[config.mk]
export PLATFORM = sky130hd
export DESIGN_NAME = tkpq_cell
export DESIGN_NICKNAME = d
export VERILOG_FILES = /design/src/rtl/core/top_k_peak_and_quantile_defines.svh /design/src/rtl/core/tkpq_pkg.sv /design/src/rtl/core/tkpq_cell.sv
export SDC_FILE = /design/constraint.sdc
export NUM_CORES = 1
export LEC_CHECK = 0
export BUFFER_PORTS_ARGS = -buffer_cell sky130_fd_sc_hd__buf_2
export CORE_AREA = 3 3 203 205
export DETAILED_ROUTE_END_ITERATION = 12
export DIE_AREA = 0 0 206 208
export SYNTH_ARGS = -nofsm -noshare
export SYNTH_HDL_FRONTEND = slang
export SYNTH_SLANG_ARGS = --single-unit
[constraint.sdc]
create_clock -name clk_i -period 9.53 [get_ports clk_i]
set_clock_uncertainty 0.05 [all_clocks]
set_input_delay 0.4765 -clock clk_i [delete_from_list [all_inputs] [get_ports clk_i]]
set_output_delay 0.4765 -clock clk_i [all_outputs]
set_load 0.05 [all_outputs]
[src/rtl/core/top_k_peak_and_quantile_defines.svh]
// Assertion macros shared by the top-k selection RTL.
`ifndef TOP_K_PEAK_AND_QUANTILE_DEFINES_SVH
`define TOP_K_PEAK_AND_QUANTILE_DEFINES_SVH

// Same-cycle implication, sampled on the rising clock, off during reset.
`define TKPQ_ASSERT_NOW(label, ante, cons, msg) \
  label: assert property (@(posedge clk_i) disable iff (!rst_ni) (ante) |-> (cons)) \
    else $error(msg);

// Next-cycle implication, sampled on the rising clock, off during reset.
`define TKPQ_ASSERT_NEXT(label, ante, cons, msg) \
  label: assert property (@(posedge clk_i) disable iff (!rst_ni) (ante) |=> (cons)) \
    else $error(msg);

`endif

[src/rtl/core/tkpq_pkg.sv]
// Package: constants, register map, state and control types of the top-k selector.
package tkpq_pkg;

  localparam int CAPACITY_DEF      = 64;
  localparam int VALUE_WIDTH_DEF   = 48;
  localparam int FRACTION_BITS_DEF = 16;

  localparam int ID_WIDTH     = 31;
  localparam int OUT_ID_WIDTH = 32;
  localparam int MODE_WIDTH   = 1;
  localparam int KEEP_WIDTH   = 7;
  localparam int QRANK_WIDTH  = 6;

  localparam int ADDR_WIDTH  = 4;
  localparam int APB_DWIDTH  = 32;

  // padding magnitude before scaling to fixed point
  localparam logic [63:0] PAD_MAGNITUDE = 64'd10000000;

  // register index, taken from paddr[3:2]
  localparam logic [1:0] REG_MODE  = 2'd0;
  localparam logic [1:0] REG_KEEP  = 2'd1;
  localparam logic [1:0] REG_QRANK = 2'd2;

  localparam logic MODE_MIN = 1'b0;
  localparam logic MODE_MAX = 1'b1;

  typedef enum logic [1:0] {
    ST_RUN,
    ST_PEAK,
    ST_DRAIN
  } tkpq_state_e;

  // broadcast control to every cell of the chain
  typedef struct packed {
    logic ins;    // insert the incoming record
    logic mode;   // 1: larger keys rank first
    logic shift;  // move every record one cell toward the head
    logic clear;  // empty the whole chain
  } tkpq_ctl_t;

endpackage

[src/rtl/core/tkpq_cell.sv]
// One cell of the insertion chain: holds one record and its occupied bit.
module tkpq_cell #(
  parameter int VW = tkpq_pkg::VALUE_WIDTH_DEF
) (
  input  logic                          clk_i,
  input  logic                          rst_ni,
  input  tkpq_pkg::tkpq_ctl_t           ctl_i,
  input  logic                          in_range_i,
  input  logic                          above_pass_i,
  input  logic [VW-1:0]                 new_key_i,
  input  logic [tkpq_pkg::ID_WIDTH-1:0] new_id_i,
  input  logic [VW-1:0]                 new_sec_i,
  input  logic [VW-1:0]                 prev_key_i,
  input  logic [tkpq_pkg::ID_WIDTH-1:0] prev_id_i,
  input  logic [VW-1:0]                 prev_sec_i,
  input  logic                          prev_occ_i,
  input  logic [VW-1:0]                 next_key_i,
  input  logic [tkpq_pkg::ID_WIDTH-1:0] next_id_i,
  input  logic [VW-1:0]                 next_sec_i,
  input  logic                          next_occ_i,
  output logic [VW-1:0]                 key_o,
  output logic [tkpq_pkg::ID_WIDTH-1:0] id_o,
  output logic [VW-1:0]                 sec_o,
  output logic                          occ_o,
  output logic                          go_o
);
  import tkpq_pkg::*;

  logic [VW-1:0]       key_q, key_d;
  logic [ID_WIDTH-1:0] id_q, id_d;
  logic [VW-1:0]       sec_q, sec_d;
  logic                occ_q, occ_d;
  logic                better;

  assign better = ctl_i.mode ? ($signed(new_key_i) > $signed(key_q))
                             : ($signed(new_key_i) < $signed(key_q));
  // record stays here: the new one ranks behind it
  assign go_o = occ_q & ~better;

  always_comb begin
    key_d = key_q;
    id_d  = id_q;
    sec_d = sec_q;
    occ_d = occ_q;
    priority if (ctl_i.clear) begin
      occ_d = 1'b0;
    end else if (ctl_i.shift) begin
      key_d = next_key_i;
      id_d  = next_id_i;
      sec_d = next_sec_i;
      occ_d = next_occ_i;
    end else if (ctl_i.ins) begin
      priority if (!in_range_i) begin
        occ_d = 1'b0;
      end else if (!above_pass_i) begin
        key_d = prev_key_i;
        id_d  = prev_id_i;
        sec_d = prev_sec_i;
        occ_d = prev_occ_i;
      end else if (!go_o) begin
        key_d = new_key_i;
        id_d  = new_id_i;
        sec_d = new_sec_i;
        occ_d = 1'b1;
      end else begin
        // record ranks ahead of the new one: hold
      end
    end else begin
      // idle: hold
    end
  end

  always_ff @(posedge clk_i or negedge rst_ni) begin
    if (!rst_ni) begin
      occ_q <= 1'b0;
    end else begin
      occ_q <= occ_d;
    end
  end

  always_ff @(posedge clk_i) begin
    key_q <= key_d;
    id_q  <= id_d;
    sec_q <= sec_d;
  end

  assign key_o = key_q;
  assign id_o  = id_q;
  assign sec_o = sec_q;
  assign occ_o = occ_q;

endmodule

==> impl_metrics.yaml <==
run_status:
  run_status: "complete, no violations"
synth:
  syn_area_um2: 7739
  synth_top_area_share_pct: 49.28
  yosys.area_share.simple_pct: 9.523
  synthTopCellsByCount: "nand2_1 (140), o21ai_0 (134), mux2i_1 (130)"
  synth_fa_ha_area_share_pct: 7.761
  synth_top_family_by_area: "multiplexers"
  yosysTopAreaCell: "edfxtp_1"
  yosys-top-cells-area: "edfxtp_1 (49%), mux2i_1 (17%), o21ai_0 (8.7%), ha_1 (7.8%), nand2_1 (6.8%)"
  synth-compound-area-share_pct: 11.66
  ys_ff_latch: 128
  yosys_warnings: 0
  synth-xor-area-share_pct: 0
  synth_async_sr_flop_share_pct: 0.7813
  synth_mux_area_share_pct: 16.81
  synthFlopType: "edfxtp_1"
  synth_edf_count: 127
  syn_inst: 740
  post-synth-top-count-cell: "nand2_1"
  syn_area_per_cell_um2: 10.46
  synth_fp_nets: 1179
  synth.distinct_cells: 34
  yosysSeqAreaShare_pct: 49.60
clocking:
  root_buffer: "clkbuf_16"
  numCtsBuffers: 17
  clk_pin_slew_worst_paths_ns: 0.06
  cts_tree: "yes"
  cts_buffer_depth: 2
  clock_latency_ns: 0.43
  h-tree-depth: 4
  clock-sinks: 128
setup_path:
  arrival_ns: 3.48
  crit_path_start_kind: "register"
  path_class: "reg2out"
  worst-path-max-fanout: 3
  endpoint_kind: "output pin"
  cp.required_ns: 9.00
finish:
  fillers: 4207
  stdcell_count: 1783
  drive_gt1_share_pct: 44.97
  design_area_um2: 11550
  fin_util_pct: 29.15
  layout.nets: 1679
  area_growth_pct: 49.30
timing:
  tns_ns: 0
  hold_violations: 0
  finalWorstPathRequiredPeriod_ns: 4.010
  fin_ws_ns: 5.520
  rsz0062_at_grt: "no"
  setup_violations: 0
  worst-slew-pin-transition_ns: 0.9459
  fin_crit_sh_pct: 42.07
  fmax_ghz: 0.2494
  finalMaxSlewViolations: 0
  slew_headroom_pct: 36.94
  hold_ws_ns: 0.2727
route:
  dr.first_iter.drc_count: 370
  ant_nets: 0
  routed_wirelength_um: 31000
  post_drt_wl_per_cell_um: 17.39
  drtPass1Iterations: 6
  drc_errors: 0
  vias: 7443
  viasPerCell: 4.174
global_route:
  grt_max_degree: 128
  antenna_found_initial: 16
  grt-ovfl-total: 0
  grt_pass1_wl_um: 44300
  grt_pass1_vias: 7659
  track_usage_pct: 13.92
worst_hold_path:
  hold_class: "in2reg"
placement:
  place_ws_ns: 5.382
  gp_congestion: 0.9289
  hpwl_um: 25620
  placed_area_um2: 10900
  io_buffers: 519
  placed_cells: 1745
die:
  row_count: 73
  start_util_pct: 19.52
  dieArea_um2: 42850
  ios: 520
  die_w_um: 206
  core_um2: 39640
  fp.dieH_um: 208
power:
  powerDensity_nw_per_um2: 157.6
  p_leak_nw: 5.639
  vdd_ir_drop_max_uv: 102.1
  power_mw: 1.821
flow_run:
  drv_cap: 0
-- what timing repair did --
action	CTS	global route
resized for setup	0	0
hold endpoints to repair	1	0
hold buffers	1	0
buffers inserted	0	0
-- final timing paths --
check	from	end	slack [ns]	cells after the start
worst min register to register	occ_o	occ_o	0.69	2
min in group asynchronous	rst_ni	occ_o	0.33	2
worst max register to register	key_o[33]	id_o[6]	5.71	11
max in group asynchronous	rst_ni	occ_o	9.02	2
worst max-delay path	key_o[33]	go_o	5.52	10
worst min-delay path	next_key_i[3]	key_o[3]	0.27	3
-- critical path, stage by stage (launching register included) --
cell and delay, ns:
edfxtp_1 0.36, inv_1 0.08, ha_1 0.30, nand4_1 0.19, nor4_4 0.47, nand3_1 0.23
o21ai_0 0.46, mux2i_1 0.15, mux2i_1 0.31, and2_1 0.23, buf_2 0.28
-- per-layer routing --
metal	vias to the layer above	track usage [%]	wire [µm]
met1	3356	14.15	11290
met5	-	0	103
met4	16	5.852	1126
li1	3684	-	-
met3	54	5.038	2761
met2	333	25.49	15720
-- registers in the layout (all words and copies together), names as in the netlist --
signal  cells
id_o       31
key_o      48
occ_o       1
sec_o      48
-- cell families after synthesis --
logic type / count (synthesis)
fa+ha+maj: 48
buf+inv: 95
simple gates: 170
compound gates: 169
mux: 130
flops: 128
-- cell usage in the layout (no fill, tap or decap), types with 2 or more instances in the layout --
cell type,Yosys,final
inv_6,0,5
ha_1,48,48
a21oi_1,21,21
nor4_2,2,2
nand4_1,9,9
buf_2,2,517
clkbuf_16,0,17
edfxtp_1,127,127
buf_6,0,2
nand3_1,3,3
o211ai_1,2,2
o2bb2ai_1,2,2
buf_4,0,4
mux2i_1,130,130
o21ai_0,134,134
nand2_1,140,140
nor2_1,5,5
a211oi_1,2,2
bufinv_16,0,4
clkinv_4,0,4
inv_1,51,51
nor3_1,2,2
nor2b_1,3,3
diode_2,0,6
-- power by group --
part / total (mW) / leakage [nW] / internal [mW] / switching, mW
registers: 0.681 / 1.23 / 0.668 / 0.0126
logic: 0.423 / 4.10 / 0.147 / 0.276
clock network: 0.717 / 0.309 / 0.442 / 0.276
-- area by class of cell --
class / instances / area, µm² / area share, %
Clock inverter: 14 / 203.9 / 1.765
Sequential cell: 128 / 3839 / 33.22
Multi-Input combinational cell: 517 / 3552 / 30.75
Clock buffer: 17 / 425.4 / 3.682
Inverter: 51 / 191.4 / 1.657
Antenna cell: 6 / 15.01 / 0.1300
Tap cell: 525 / 656.9 / 5.686
Timing Repair Buffer: 525 / 2670 / 23.11
Note: power is estimated with default switching activity, not from simulation.
